===== src/sv/wav_data_chunk_locator_defines.svh =====
// assertion macros for the wav data chunk locator
// no dependencies; included by the modules that carry assertions
`ifndef WAV_DATA_CHUNK_LOCATOR_DEFINES_SVH
`define WAV_DATA_CHUNK_LOCATOR_DEFINES_SVH

// same-cycle implication, disabled while reset is low
`define WDCL_ASSERT(label, clk, rst_n, ante, cons, msg) \
    label: assert property (@(posedge clk) disable iff (!rst_n) (ante) |-> (cons)) \
        else $error(msg);

// next-cycle implication, disabled while reset is low
`define WDCL_ASSERT_NEXT(label, clk, rst_n, ante, cons, msg) \
    label: assert property (@(posedge clk) disable iff (!rst_n) (ante) |=> (cons)) \
        else $error(msg);

`endif


===== src/sv/wdcl_pkg.sv =====
// shared types, constants and helper functions of the wav data chunk locator
// no dependencies; used by every module of the block
package wdcl_pkg;

    localparam int unsigned ByteW   = 8;
    localparam int unsigned PosW    = 32;
    localparam int unsigned RateW   = 32;
    localparam int unsigned BitsW   = 16;
    localparam int unsigned CfgAddrW = 3;
    localparam int unsigned CfgDataW = 32;

    localparam logic [31:0] RIFF_TAG = 32'h5249_4646;
    localparam logic [31:0] WAVE_TAG = 32'h5741_5645;
    localparam logic [31:0] ID_FMT   = 32'h666D_7420;
    localparam logic [31:0] ID_DATA  = 32'h6461_7461;

    localparam logic [RateW-1:0] DEFAULT_RATE = 32'd16000;
    localparam logic [BitsW-1:0] DEFAULT_BITS = 16'd16;
    localparam logic [31:0]      LEN_MASK     = ~32'd3;
    localparam logic [31:0]      FMT_MIN_LEN  = 32'd16;
    localparam logic [PosW-1:0]  MAGIC_LAST   = 32'd11;
    localparam logic [PosW-1:0]  POS_MAX      = 32'hFFFF_FFFF;

    typedef enum logic {
        REG_DEFAULT_RATE = 1'b0,
        REG_DEFAULT_BITS = 1'b1
    } t_reg_sel;

    typedef enum logic [4:0] {
        PH_MAGIC  = 5'b00001,
        PH_HEADER = 5'b00010,
        PH_FMT    = 5'b00100,
        PH_SKIP   = 5'b01000,
        PH_DONE   = 5'b10000
    } t_phase;

    typedef struct packed {
        logic [ByteW-1:0] file_byte;
        logic             end_of_file;
    } t_in_item;

    typedef struct packed {
        logic             found;
        logic [31:0]      data_offset;
        logic [31:0]      data_length;
        logic [RateW-1:0] pcm_rate;
        logic [BitsW-1:0] sample_bits;
    } t_out_item;

    typedef struct packed {
        logic [RateW-1:0] default_rate;
        logic [BitsW-1:0] default_bits;
    } t_cfg;

    // byte sel of a four-character tag, first character first
    function automatic logic [7:0] tag_byte(input logic [31:0] tag, input logic [1:0] sel);
        logic [7:0] res;
        case (sel)
            2'd0:    res = tag[31:24];
            2'd1:    res = tag[23:16];
            2'd2:    res = tag[15:8];
            default: res = tag[7:0];
        endcase
        return res;
    endfunction

    function automatic logic [31:0] byte_swap32(input logic [31:0] w);
        return {w[7:0], w[15:8], w[23:16], w[31:24]};
    endfunction

endpackage


===== src/sv/wdcl_cfg.sv =====
// apb-style register file: default sample rate and default bits per sample
// depends on wdcl_pkg
module wdcl_cfg (
    input  logic                          i_clk,
    input  logic                          i_rst_n,
    input  logic                          psel,
    input  logic                          penable,
    input  logic                          pwrite,
    input  logic [wdcl_pkg::CfgAddrW-1:0] paddr,
    input  logic [wdcl_pkg::CfgDataW-1:0] pwdata,
    output logic [wdcl_pkg::CfgDataW-1:0] prdata,
    output logic                          pready,
    output wdcl_pkg::t_cfg                o_cfg
);

    logic [wdcl_pkg::RateW-1:0] r_rate;
    logic [wdcl_pkg::BitsW-1:0] r_bits;
    wdcl_pkg::t_reg_sel         reg_sel;
    logic                       wr_en;

    assign reg_sel = wdcl_pkg::t_reg_sel'(paddr[2]);
    assign wr_en   = psel && penable && pwrite;
    assign pready  = 1'b1;

    always_ff @(posedge i_clk) begin
        if (!i_rst_n) begin
            r_rate <= wdcl_pkg::DEFAULT_RATE;
            r_bits <= wdcl_pkg::DEFAULT_BITS;
        end else if (wr_en) begin
            unique case (reg_sel)
                wdcl_pkg::REG_DEFAULT_RATE: begin
                    r_rate <= pwdata[wdcl_pkg::RateW-1:0];
                end
                wdcl_pkg::REG_DEFAULT_BITS: begin
                    r_bits <= pwdata[wdcl_pkg::BitsW-1:0];
                end
                default: begin
                end
            endcase
        end
    end

    always_comb begin
        unique case (reg_sel)
            wdcl_pkg::REG_DEFAULT_RATE: prdata = r_rate;
            wdcl_pkg::REG_DEFAULT_BITS: prdata = {{(wdcl_pkg::CfgDataW-wdcl_pkg::BitsW){1'b0}}, r_bits};
            default:                    prdata = '0;
        endcase
    end

    assign o_cfg.default_rate = r_rate;
    assign o_cfg.default_bits = r_bits;

endmodule


===== src/sv/wdcl_parser.sv =====
// byte-wise riff/wave parser: magic check, chunk header walk, fmt capture
// depends on wdcl_pkg and wav_data_chunk_locator_defines.svh
`include "wav_data_chunk_locator_defines.svh"

module wdcl_parser (
    input  logic                i_clk,
    input  logic                i_rst_n,
    input  logic                i_step,
    input  wdcl_pkg::t_in_item  i_item,
    input  wdcl_pkg::t_cfg      i_cfg,
    output wdcl_pkg::t_out_item o_result
);

    localparam logic [4:0] HdrLast   = 5'd7;
    localparam logic [4:0] BodySat   = 5'd16;
    localparam logic [4:0] RateFirst = 5'd4;
    localparam logic [4:0] RateEnd   = 5'd8;
    localparam logic [4:0] BitsLo    = 5'd14;
    localparam logic [4:0] BitsHi    = 5'd15;
    localparam logic [wdcl_pkg::PosW-1:0] TagLen    = 32'd4;
    localparam logic [wdcl_pkg::PosW-1:0] WaveFirst = 32'd8;

    // control
    logic [wdcl_pkg::PosW-1:0]  r_pos, n_pos;
    wdcl_pkg::t_phase           r_phase, n_phase;
    logic [4:0]                 r_count, n_count;
    logic                       r_seen, n_seen;
    logic                       r_fail, n_fail;
    // payload
    logic [55:0]                r_shift, n_shift;
    logic [31:0]                r_remain, n_remain;
    logic [31:0]                r_off, n_off;
    logic [31:0]                r_len, n_len;
    logic [32:0]                r_end, n_end;
    logic [wdcl_pkg::RateW-1:0] r_rate, n_rate;
    logic [wdcl_pkg::BitsW-1:0] r_bits, n_bits;

    logic [7:0]  b;
    logic [63:0] shift_in;
    logic [31:0] hdr_id;
    logic [31:0] hdr_len;
    logic [32:0] pos_inc;
    logic        mismatch;
    logic        just_found;
    logic        len_ok;
    logic        ok;
    logic        last_step;
    logic        at_start;
    logic        in_magic;
    logic        magic_pos;

    assign b        = i_item.file_byte;
    assign shift_in = {r_shift, b};
    assign hdr_id   = shift_in[63:32];
    assign hdr_len  = wdcl_pkg::byte_swap32(shift_in[31:0]);
    assign pos_inc  = {1'b0, r_pos} + 33'd1;

    always_comb begin
        mismatch = 1'b0;
        if (r_pos < TagLen && b != wdcl_pkg::tag_byte(wdcl_pkg::RIFF_TAG, r_pos[1:0])) begin
            mismatch = 1'b1;
        end
        if (r_pos >= WaveFirst && r_pos <= wdcl_pkg::MAGIC_LAST
                && b != wdcl_pkg::tag_byte(wdcl_pkg::WAVE_TAG, r_pos[1:0])) begin
            mismatch = 1'b1;
        end
    end

    always_comb begin
        n_pos      = r_pos;
        n_phase    = r_phase;
        n_count    = r_count;
        n_seen     = r_seen;
        n_fail     = r_fail;
        n_shift    = r_shift;
        n_remain   = r_remain;
        n_off      = r_off;
        n_len      = r_len;
        n_end      = r_end;
        n_rate     = (r_pos == '0) ? i_cfg.default_rate : r_rate;
        n_bits     = (r_pos == '0) ? i_cfg.default_bits : r_bits;
        just_found = 1'b0;

        // saturated position: byte is counted no more and not parsed
        if (r_pos != wdcl_pkg::POS_MAX) begin
            n_pos = pos_inc[31:0];
            unique case (r_phase) inside
                wdcl_pkg::PH_MAGIC: begin
                    if (mismatch) begin
                        n_fail = 1'b1;
                    end
                    if (r_pos == wdcl_pkg::MAGIC_LAST) begin
                        n_phase = (mismatch || r_fail) ? wdcl_pkg::PH_DONE : wdcl_pkg::PH_HEADER;
                        n_count = '0;
                        n_shift = '0;
                    end
                end
                wdcl_pkg::PH_HEADER: begin
                    n_shift = shift_in[55:0];
                    if (r_count == HdrLast) begin
                        n_count = '0;
                        if (hdr_id == wdcl_pkg::ID_DATA) begin
                            n_off      = pos_inc[31:0];
                            n_len      = hdr_len;
                            n_end      = {1'b0, r_pos} + {1'b0, hdr_len} + 33'd1;
                            n_seen     = 1'b1;
                            n_phase    = wdcl_pkg::PH_DONE;
                            just_found = 1'b1;
                        end else if (hdr_len == '0) begin
                            // empty chunk, next header follows at once
                            n_shift = '0;
                        end else begin
                            n_remain = hdr_len;
                            n_phase  = (hdr_id == wdcl_pkg::ID_FMT
                                        && hdr_len >= wdcl_pkg::FMT_MIN_LEN)
                                       ? wdcl_pkg::PH_FMT : wdcl_pkg::PH_SKIP;
                        end
                    end else begin
                        n_count = r_count + 5'd1;
                    end
                end
                wdcl_pkg::PH_FMT, wdcl_pkg::PH_SKIP: begin
                    if (r_phase == wdcl_pkg::PH_FMT) begin
                        if (r_count >= RateFirst && r_count < RateEnd) begin
                            n_rate[{r_count[1:0], 3'b000} +: 8] = b;
                        end else if (r_count == BitsLo) begin
                            n_bits[7:0] = b;
                        end else if (r_count == BitsHi) begin
                            n_bits[15:8] = b;
                        end
                    end
                    if (r_count != BodySat) begin
                        n_count = r_count + 5'd1;
                    end
                    n_remain = r_remain - 32'd1;
                    if (r_remain == 32'd1) begin
                        n_phase = wdcl_pkg::PH_HEADER;
                        n_count = '0;
                        n_shift = '0;
                    end
                end
                wdcl_pkg::PH_DONE: begin
                end
                default: begin
                end
            endcase
        end
    end

    // chunk fits when its end is within the file; a chunk found on this very
    // byte fits only when empty
    assign len_ok = just_found ? (hdr_len == '0) : (r_end <= pos_inc);
    assign ok     = n_seen && !n_fail && (r_pos >= wdcl_pkg::MAGIC_LAST) && len_ok;

    always_comb begin
        o_result.found       = ok;
        o_result.data_offset = ok ? n_off : '0;
        o_result.data_length = ok ? (n_len & wdcl_pkg::LEN_MASK) : '0;
        o_result.pcm_rate    = n_rate;
        o_result.sample_bits = (n_bits != '0) ? n_bits : i_cfg.default_bits;
    end

    always_ff @(posedge i_clk) begin
        if (!i_rst_n) begin
            r_pos   <= '0;
            r_phase <= wdcl_pkg::PH_MAGIC;
            r_count <= '0;
            r_seen  <= 1'b0;
            r_fail  <= 1'b0;
        end else if (i_step) begin
            if (i_item.end_of_file) begin
                r_pos   <= '0;
                r_phase <= wdcl_pkg::PH_MAGIC;
                r_count <= '0;
                r_seen  <= 1'b0;
                r_fail  <= 1'b0;
            end else begin
                r_pos   <= n_pos;
                r_phase <= n_phase;
                r_count <= n_count;
                r_seen  <= n_seen;
                r_fail  <= n_fail;
            end
        end
    end

    always_ff @(posedge i_clk) begin
        if (i_step) begin
            r_shift  <= n_shift;
            r_remain <= n_remain;
            r_off    <= n_off;
            r_len    <= n_len;
            r_end    <= n_end;
            r_rate   <= n_rate;
            r_bits   <= n_bits;
        end
    end

    assign last_step = i_step && i_item.end_of_file;
    assign at_start  = (r_pos == '0) && (r_phase == wdcl_pkg::PH_MAGIC);
    assign in_magic  = (r_phase == wdcl_pkg::PH_MAGIC);
    assign magic_pos = (r_pos <= wdcl_pkg::MAGIC_LAST);

    `WDCL_ASSERT_NEXT(a_eof_restarts, i_clk, i_rst_n, last_step, at_start, "no restart after eof")
    `WDCL_ASSERT(a_magic_window, i_clk, i_rst_n, 1'b1, in_magic == magic_pos, "bad magic window")

endmodule


===== src/sv/wav_data_chunk_locator.sv =====
// wav data chunk locator top level: request registers, parser, config regs
// depends on wdcl_pkg, wdcl_cfg, wdcl_parser, wav_data_chunk_locator_defines.svh
//
//  channel   direction  handshake                    payload
//  -------   ---------  ---------------------------  --------------------------
//  in        to block   i_in_valid / o_in_stall      i_in_data  (t_in_item)
//  out       from block o_out_valid / i_out_stall    o_out_data (t_out_item)
//  cfg       to block   psel, penable, pwrite/pready paddr, pwdata, prdata
//
// one byte per cycle while the output does not hold back a last byte: each
// request is held in the input register and parsed in a single pass into the
// result register; a result request is made only on the last byte of a file
// synchronous active-low reset clears position, phase and both valid flags;
// config registers reset to 16000 hz and 16 bits
// output stall only holds back a last-of-file byte; other bytes keep moving
`include "wav_data_chunk_locator_defines.svh"

module wav_data_chunk_locator (
    input  logic                          i_clk,
    input  logic                          i_rst_n,
    // byte requests
    input  logic                          i_in_valid,
    output logic                          o_in_stall,
    input  wdcl_pkg::t_in_item            i_in_data,
    // result requests
    output logic                          o_out_valid,
    input  logic                          i_out_stall,
    output wdcl_pkg::t_out_item           o_out_data,
    // configuration
    input  logic                          psel,
    input  logic                          penable,
    input  logic                          pwrite,
    input  logic [wdcl_pkg::CfgAddrW-1:0] paddr,
    input  logic [wdcl_pkg::CfgDataW-1:0] pwdata,
    output logic [wdcl_pkg::CfgDataW-1:0] prdata,
    output logic                          pready
);

    // first pcm byte can be no earlier than riff header plus one chunk header
    localparam logic [31:0] MinDataOffset = 32'd20;

    wdcl_pkg::t_cfg      cfg;
    wdcl_pkg::t_in_item  r_in;
    logic                r_in_valid;
    wdcl_pkg::t_out_item r_out;
    logic                r_out_valid;
    wdcl_pkg::t_out_item result;
    logic                out_blocked;
    logic                step;
    logic                in_take;

    wdcl_cfg u_cfg (
        .i_clk   (i_clk),
        .i_rst_n (i_rst_n),
        .psel    (psel),
        .penable (penable),
        .pwrite  (pwrite),
        .paddr   (paddr),
        .pwdata  (pwdata),
        .prdata  (prdata),
        .pready  (pready),
        .o_cfg   (cfg)
    );

    // result register is full and not being taken this cycle
    assign out_blocked = r_out_valid && i_out_stall;
    // held byte moves on unless it would produce a result into a full register
    assign step        = r_in_valid && !(r_in.end_of_file && out_blocked);
    assign o_in_stall  = r_in_valid && !step;
    assign in_take     = i_in_valid && !o_in_stall;

    wdcl_parser u_parser (
        .i_clk    (i_clk),
        .i_rst_n  (i_rst_n),
        .i_step   (step),
        .i_item   (r_in),
        .i_cfg    (cfg),
        .o_result (result)
    );

    // input register
    always_ff @(posedge i_clk) begin
        if (!i_rst_n) begin
            r_in_valid <= 1'b0;
        end else if (in_take) begin
            r_in_valid <= 1'b1;
        end else if (step) begin
            r_in_valid <= 1'b0;
        end
    end

    always_ff @(posedge i_clk) begin
        if (in_take) begin
            r_in <= i_in_data;
        end
    end

    // result register, loaded only on the last byte of a file
    always_ff @(posedge i_clk) begin
        if (!i_rst_n) begin
            r_out_valid <= 1'b0;
        end else if (step && r_in.end_of_file) begin
            r_out_valid <= 1'b1;
        end else if (!i_out_stall) begin
            r_out_valid <= 1'b0;
        end
    end

    always_ff @(posedge i_clk) begin
        if (step && r_in.end_of_file) begin
            r_out <= result;
        end
    end

    assign o_out_valid = r_out_valid;
    assign o_out_data  = r_out;

    `WDCL_ASSERT(a_stall_cause, i_clk, i_rst_n, o_in_stall, r_in_valid && r_in.end_of_file && o_out_valid && i_out_stall, "input stalled without a blocked last byte")
    `WDCL_ASSERT(a_found_offset, i_clk, i_rst_n, o_out_valid && o_out_data.found, o_out_data.data_offset >= MinDataOffset, "data offset inside the riff header")
    `WDCL_ASSERT(a_not_found_zero, i_clk, i_rst_n, o_out_valid && !o_out_data.found, o_out_data.data_offset == 32'd0 && o_out_data.data_length == 32'd0, "missing chunk with nonzero position")

endmodule


===== config.mk =====
export PLATFORM = sky130hd
export DESIGN_NAME = wav_data_chunk_locator
export DESIGN_NICKNAME = d
export VERILOG_FILES = /design/src/sv/wdcl_pkg.sv /design/src/sv/wdcl_cfg.sv /design/src/sv/wdcl_parser.sv /design/src/sv/wav_data_chunk_locator.sv
export VERILOG_INCLUDE_DIRS = /design/src /design/src/sv
export SDC_FILE = /design/constraint.sdc
export NUM_CORES = 1
export LEC_CHECK = 0
export BUFFER_PORTS_ARGS = -buffer_cell sky130_fd_sc_hd__buf_2
export CORE_ASPECT_RATIO = 0.75
export CORE_MARGIN = 1.5
export CORE_UTILIZATION = 50
export CTS_BUF_LIST = sky130_fd_sc_hd__clkbuf_8
export CTS_CLUSTER_DIAMETER = 100
export DETAILED_ROUTE_END_ITERATION = 8
export PLACE_DENSITY = 0.69
export RECOVER_POWER = 100
export SKIP_CTS_REPAIR_TIMING = 1
export SYNTH_ARGS = -nofsm -noshare
export SYNTH_HDL_FRONTEND = slang
export SYNTH_SLANG_ARGS = --single-unit

===== constraint.sdc =====
create_clock -name i_clk -period 16.08 [get_ports i_clk]
set_input_delay 2.412 -clock i_clk [delete_from_list [all_inputs] [get_ports i_clk]]
set_output_delay 2.412 -clock i_clk [all_outputs]
set_load 0.05 [all_outputs]

Word-level counts from Yosys, hierarchy flattened:

Cells that the tools add are included.
Widths: inputs -> output; s select.

* output and inout bits: 148
* logic and storage cells: 184
* input port bits: 51
* register bits after elaboration: 449

* reduce and logical (&&, ||, !) cells: 39
* add/subtract/negate cells: 6
* bitwise logic cells: 1
* mux-type cells: 75
* eq/ne operators: 28
* shift operators: 2
* order comparisons: 8

Operators by type and width (count)
* $mux 32: 18
* $mux 56: 5
* $pmux 56 s3: 1
* $pmux 32 s2: 2
* $mux 16: 6
* $mux 5: 14
* $eq 32x31->1 const B: 2
* $ge 32x4->1 const B: 2
* $logic_not 32->1: 2
* $pmux 5 s3: 3
* $add 32x1->33 const B: 1
* $add 32x32->33: 1
* $add 33x1->33 const B: 1
* $le 33x33->1: 1
* $bwmux 32: 1
* $eq 32x1->1 const B: 1
* $eq 32x4->1 const B: 1
* $ge 32x5->1 const B: 1
* $le 32x4->1 const B: 1
* $lt 32x3->1 const B: 1
* $ne 32x32->1 const B: 1
* $shift 8x7->32 const A: 1
* $shiftx 8x7->32: 1
* $sub 32x1->32 const B: 1
* other kinds (36): 90

Depth between registers and ports, before layout:

Gate-level depths: netlist of run 1.

* depth after elaboration: 13
* mapped depth: 19
* gate-level depth less buffers: 17

Hierarchy:

A second synthesis of run 1 with hierarchy kept.

* cells, all modules: 2005
* area total of the unflattened synthesis: 22534.1 um^2

By module, submodules not included
* wdcl_parser: instances 1, cells an instance 1634, seq. area each 7817.5 um^2, area an instance 16525.8 um^2
* wav_data_chunk_locator: instances 1, cells an instance 133, seq. area each 3703.6 um^2, area an instance 3758.6 um^2
* wdcl_cfg: instances 1, cells an instance 238, seq. area each 960.9 um^2, area an instance 2249.7 um^2

Worst setup path after synthesis of run 1:

OpenSTA, ideal clock, no wires.

* path kind: input port to flip-flop
* start point: input i_out_stall
* end point: register u_parser.r_phase[2]
* arrival time: 9.918 ns
* buffers on the path: 1
* setup time: 0.059 ns
* path slack: 6.104 ns
* required time: 16.021 ns
* cell stages on the path: 9
* cell sequence: nand3_1 -> and2_1 -> clkbuf_1 -> nand2_1 -> o21bai_1 -> nor2_1 -> a21oi_2 -> nor4b_1 -> a31o_2

* cells in the longest elaborated chain, start to end: 5

RTL lines
* from (decl): line wav_data_chunk_locator.sv:27 `input logic i_out_stall,`
* $logic_and 1x1->1: line wav_data_chunk_locator.sv:66 `assign out_blocked = r_out_valid && i_out_stall;`
* $logic_and 1x1->1: line wav_data_chunk_locator.sv:68 `assign step = r_in_valid && !(r_in.end_of_file && out_blocked);`
* $logic_not 1->1: line wav_data_chunk_locator.sv:68
* $logic_and 1x1->1: line wav_data_chunk_locator.sv:68
* via step: line wav_data_chunk_locator.sv:49 `logic step;`
* $reduce_and 7->1 (no source line)
* to (signal assigned): line wdcl_parser.sv:166 `r_phase <= wdcl_pkg::PH_MAGIC;`
* to (signal assigned): line wdcl_parser.sv:173 `r_phase <= wdcl_pkg::PH_MAGIC;`
* to (signal assigned): line wdcl_parser.sv:179 `r_phase <= n_phase;`
* to (decl): line wdcl_parser.sv:25 `wdcl_pkg::t_phase r_phase, n_phase;`

The timed path passes the listed nets, and every way through them passes these cells.
A chain may end at the register's enable or synchronous reset.

Worst setup path after layout of run 1:

* start point: input i_out_stall
* end point: register u_parser.r_pos[10] in the netlist's numbering

* cells in the longest elaborated chain, start to end: 5

RTL lines
* $logic_and 1x1->1: line wav_data_chunk_locator.sv:66
* $logic_and 1x1->1: line wav_data_chunk_locator.sv:68
* $logic_not 1->1: line wav_data_chunk_locator.sv:68
* $logic_and 1x1->1: line wav_data_chunk_locator.sv:68
* $reduce_and 2->1 (no source line)
* to (signal assigned): line wdcl_parser.sv:178 `r_pos <= n_pos;`
* to (decl): line wdcl_parser.sv:24 `logic [wdcl_pkg::PosW-1:0] r_pos, n_pos;`

No other way between the ends.

==> metrics, run 1 <==
outcome=complete, but fails checks; failing checks=max-capacitance violations, max-slew violations; Rel. slew slack=-2.20; first-pass GRT wire length=89.2 mm; hpwl dp=39.7 mm; PwrDens=95.5 mW/mm^2; Area after DPL=0.0234 sq mm; Area Growth Syn to Fin=11.1%; Period minus WS final=10.28 ns; Synth Cell Area=0.0221 sq mm; family with the most delay on the worst path=compound AO/OA/AOI/OAI gates; Synth cell types=77; Peak VDD IR=0.0634 mV; Layout Skew=0.0316 ns; Clock Latency Late Sink=0.63 ns; Die Ht=185 um; Max Clk Rate=97.3 MHz; Area contributors post-synth=edfxtp_1 48%, dfxtp_1 8.5%, nand2_1 6.6%, ha_1 4.4%, a21oi_1 3.1%; kind of critical path=primary input to flip-flop; crit end category=flip-flop; Hold Crit Class=flip-flop to flip-flop; Yosys top cell area share=0.478; Critical Path Start Type=primary input; worst path buffer plus inverter count=1; clk slew on worst S/H paths=0.05 ns; DRT iter0 DRCs=1690; wire length per cell=20.2 um; clock root buffer=clkbuf_8; Slowest cell on crit path=o21ai_0; antenna violations before repair=2; # rows=66; Final Cycle Share=0.639; worst-margin pin slew=4.80 ns; count of final max-slew check failures=723; fraction of layout cells with a size suffix above 1=0.103; EDFF count, synth=351; Synth Area in Simple Gates=0.183; via total after detailed routing=16.5k; final count of hold timing violations=0; Min Hold Slack=0.472 ns; most common cell in the synthesized netlist=nand2_1; Syn Area/Cell=10.7 sq um; CTS tree=built; deepest clock path buffer count=3; H-tree Lvls=3; Synth Area in XOR/XNOR=0.0372; clk sinks=445; Synth area leader=edfxtp_1; Initial DRT Pass Iterations=7; Net count, final=2378; Final Setup Violations=0; global-route usage over all layers=0.255; post-synthesis compound-gate area fraction=0.111; Via density=5.73; asr flop ratio synth=0; antenna-violating nets left=0; Synth Flop Type=edfxtp_1; Final Core Density=0.564; initial core utilization=0.508; I/O Buffers=193; max incr delay on CP=3.62 ns; die width=246 um; yosys synthesis warning count=0; mux share of post-synthesis cell area=0.0331; PnR worst setup slack=5.80 ns; vias in the first global route=15.5k; dpl ws=10.02 ns; Cells after Synth=2060; maxcap violations=18; CP max FO=66; Core Area=0.0434 sq mm; Post-route DRC=0; part of the Yosys area used for sequential elements=0.563; top cell types by occurrence after synthesis=388 x nand2_1, 351 x edfxtp_1, 136 x nor2_1, 135 x a21oi_1, 121 x o21ai_0; Synth Register Bits=445; Critical Path AT=10.72 ns; Crit path required time=16.52 ns; leak pwr=9.31 nW; Placer Congestion=0.913; Die ar.=0.0454 sq mm; gr ovfl total=0; total negative slack=0 ns; CTS buffer count=73; largest family of logic cells by synthesized area=simple AND/OR/NAND/NOR gates; critical path cell sequence=clkbuf_1 > nand3_1 > and2_0 > o21ai_0 > a21oi_1 > nor2_1; # IOs=199; Final Instance Area=0.0245 sq mm; unrepaired setup endpoints after global routing=no; adder and majority gate portion of the synthesized area=0.0452; WL final=58.3 mm; largest net degree at the start of global routing=96
tightest hold or removal path, delay by kind of cell (launching register included):
kind	cells	cell delay [ns]
AO/OA/AOI/OAI	1	0.05
flip-flops	1	0.32
AND/OR/NAND/NOR	1	0.05
report_power, final:
group	total, mW	internal, mW	switching, mW
clock network	0.968	0.510	0.458
registers	1.27	1.25	0.0143
logic	0.106	0.0280	0.0777
kinds of logic (layout without fill, tap and decap cells):
logic type / after synthesis / after routing
fa+ha+maj: 79 / 79
simple gates: 843 / 843
other cells: 2 / 4
compound gates: 398 / 398
flops: 445 / 445
xor+xnor: 92 / 92
mux: 66 / 66
buf+inv: 135 / 380
placed cells by master, fill, tap and decap left out, types with 6 or more instances in the layout:
cell	count
a21o_1	47
a21oi_1	148
a21oi_2	19
and2_0	31
and2_1	31
and3_1	14
buf_2	49
buf_4	8
clkbuf_1	153
clkbuf_8	84
clkinv_1	11
clkinv_2	9
dfxtp_1	94
edfxtp_1	351
ha_1	78
inv_1	61
mux2_2	45
mux2i_1	16
nand2_1	389
nand3_1	35
nand4_1	26
nor2_1	135
nor2b_1	56
nor3_1	34
nor4_1	34
o21ai_0	125
o21bai_1	6
or3_1	8
xnor2_1	58
xor2_1	33
layout make-up:
cell class,count,area [sq um]
multi-input combinational,1481,8930
inverter,37,140
tap,578,723
sequential,445,12400
clock buffer,84,1160
clock inverter,49,256
timing repair buffer,210,880
antenna,1,2.50
fill,3873,18900
through the flow:
step | cells | power, mW
floorplan | 2061 | 1.36
global placement | 2751 | 1.39
detailed placement | 2751 | 1.40
CTS | 2884 | 2.36
global route | 2885 | 2.41
finish | 2885 | 2.34
flip-flops by register name, indices dropped and copies added (netlist names), 30 cells and up:
register and flops:
u_parser.r_remain 32, o_out_data 111, u_parser.r_off 32, u_parser.r_len 30
u_parser.r_end 33, u_cfg.r_rate 32, u_parser.r_shift 56, u_parser.r_rate 32
u_parser.r_pos 32
final timing paths:
| kind | from | cells after the start | endpoint | slack, ns |
|---|---|---|---|---|
| setup / recovery | i_out_stall | 6 | u_parser.r_pos[10] | 5.80 |
| hold / removal | u_cfg.r_rate[24] | 2 | u_cfg.r_rate[24] | 0.47 |
| setup reg to reg | u_parser.r_pos[0] | 18 | o_out_data[72] | 6.34 |
| hold reg to reg | u_cfg.r_rate[24] | 2 | u_cfg.r_rate[24] | 0.47 |
metal layers:
layer / part of all wire / up-vias / GRT usage
met4: 0.026 / 0 / 0.0712
met2: 0.44 / 659 / 0.381
met5: 0 / - / 0
met3: 0.080 / 120 / 0.0530
met1: 0.45 / 7987 / 0.374
li1: - / 7766 / -
No activity file was read; power rests on OpenSTA's default activity.
==> inputs of run 2 (changes only) <==
--- a/config.mk
+++ b/config.mk
@@ -13,7 +13,7 @@
 export CTS_BUF_LIST = sky130_fd_sc_hd__clkbuf_8
 export CTS_CLUSTER_DIAMETER = 100
 export DETAILED_ROUTE_END_ITERATION = 8
-export PLACE_DENSITY = 0.69
+export PLACE_DENSITY = 0.72
 export RECOVER_POWER = 100
 export SKIP_CTS_REPAIR_TIMING = 1
 export SYNTH_ARGS = -nofsm -noshare
==> constraint.sdc (replaced) <==
create_clock -name i_clk -period 8.3 [get_ports i_clk]
set_input_delay 1.245 -clock i_clk [delete_from_list [all_inputs] [get_ports i_clk]]
set_output_delay 1.245 -clock i_clk [all_outputs]
set_load 0.05 [all_outputs]
==> metrics, run 2 (synthesized netlist as in run 1, its figures left out) <==
total negative slack=0 ns; leak pwr=9.31 nW; vias in the first global route=15.9k; WL final=59.0 mm; # fillers=3835; Max Clk Rate=148 MHz; CTS buffer count=72; worst-margin pin slew=2.91 ns; PwrDens=185 mW/mm^2; critical path cell sequence=ha_1 > inv_1 > nor4_1 > nand2_2 > nor2_1 > and3_1 > xnor2_1 > ha_1 > a21o_1 > a21oi_1 > nor2b_1 > nor2_1 > a211o_1 > nor4_1 > nor3_1 > o21ai_4 > clkbuf_1 > a21oi_1; Die ar.=0.0454 sq mm; CP max FO=21; antenna violations before repair=2; unrepaired setup endpoints after global routing=no; global-route usage over all layers=0.257; DRT iter0 DRCs=1776; first-pass GRT wire length=90.0 mm; # IOs=199; failing checks=max-capacitance violations, max-slew violations; Slowest cell on crit path=nor4_1; Die Ht=185 um; Core Area=0.0434 sq mm; largest net degree at the start of global routing=83; fraction of layout cells with a size suffix above 1=0.103; flop-to-flop setup slack=1.56 ns; deepest clock path buffer count=3; DR WL met3=5.06 mm; Final Setup Violations=0; Initial DRT Pass Iterations=6; die width=246 um; final cell count without fillers=2890; Crit path required time=8.61 ns; # rows=66; I/O Buffers=193; H-tree Lvls=3; outcome=complete, but fails checks; clk sinks=445; highest routed layer=met4; CTS tree=built; Placer Congestion=0.903; hpwl dp=40.1 mm; final count of hold timing violations=0; clock root buffer=clkbuf_8; commonest non-fill, non-tap cell in the layout=nand2_1; initial core utilization=0.508; max reg flops=111; max incr delay on CP=1.45 ns; count of final max-slew check failures=600; dpl cells=2756; clk slew on worst S/H paths=0.07 ns; Post-route DRC=0; met2 routed WL=25.8 mm; antenna-violating nets left=0; wire length per cell=20.4 um; maxcap violations=16; Net count, final=2382; Period minus WS final=6.74 ns; kind of critical path=flip-flop to flip-flop; Hold Crit Class=flip-flop to flip-flop; Critical Path AT=7.04 ns; Peak VDD IR=0.119 mV; most frequent cells in the layout=389 x nand2_1, 351 x edfxtp_1, 156 x a21oi_1, 156 x clkbuf_1, 134 x nor2_1; gr ovfl total=0; Power, Total=4.54 mW; via total after detailed routing=16.5k; dpl ws=2.76 ns; Final Cycle Share=0.812; Critical Path Start Type=flip-flop; Clock Latency Late Sink=0.62 ns; Rel. slew slack=-0.942; wl on met1=26.6 mm; crit end category=flip-flop; Via density=5.70; Layout Skew=0.0306 ns; PnR worst setup slack=1.56 ns; Area Growth Syn to Fin=11.3%
==> run 2: per-layer routing <==
| metal | up-vias | GRT usage |
|---|---|---|
| met4 | 0 | 0.0945 |
| met3 | 117 | 0.0529 |
| met5 | - | 0 |
| li1 | 7779 | - |
| met1 | 7904 | 0.377 |
| met2 | 672 | 0.376 |
==> run 2: final cells by class <==
type / instances / area, sq um / area share
sequential: 445 / 12400 / 0.506
multi-input combinational: 1481 / 8920 / 0.364
clock buffer: 84 / 1160 / 0.0471
timing repair buffer: 215 / 911 / 0.0371
tap: 578 / 723 / 0.0295
clock inverter: 48 / 260 / 0.0106
inverter: 37 / 140 / 0.00571
antenna: 2 / 5.00 / 0.000204
==> run 2: through the flow <==
stage,hold WS (ns),cell area [sq um],util
6_report,0.472,24500,0.565
3_5_place_dp,0.459,23500,0.541
4_1_cts,0.470,24900,0.573
3_3_place_gp,0.459,23500,0.541
5_1_grt,0.495,24500,0.565
2_1_floorplan,0.441,22100,-
==> run 2: worst max-delay path, delay by kind of cell, from the launching register on <==
family          cells  cell delay, ns
compound gates      5            1.11
fa+ha+maj           2            0.71
flops               1            0.66
buf+inv             2            0.93
xor+xnor            1            0.13
simple gates        8            2.87
==> run 2: report_power, final <==
part	switching (mW)	internal (mW)	total (mW)
sequential	0.0215	2.42	2.44
clock	0.895	0.988	1.88
combinational	0.159	0.0552	0.214
==> run 2: final timing paths <==
check | start | endpoint | cells after the start
max | u_parser.r_pos[0] | o_out_data[78] | 18
min | u_cfg.r_rate[24] | u_cfg.r_rate[24] | 2
max reg2reg | u_parser.r_pos[0] | o_out_data[78] | 18
min reg2reg | u_cfg.r_rate[24] | u_cfg.r_rate[24] | 2
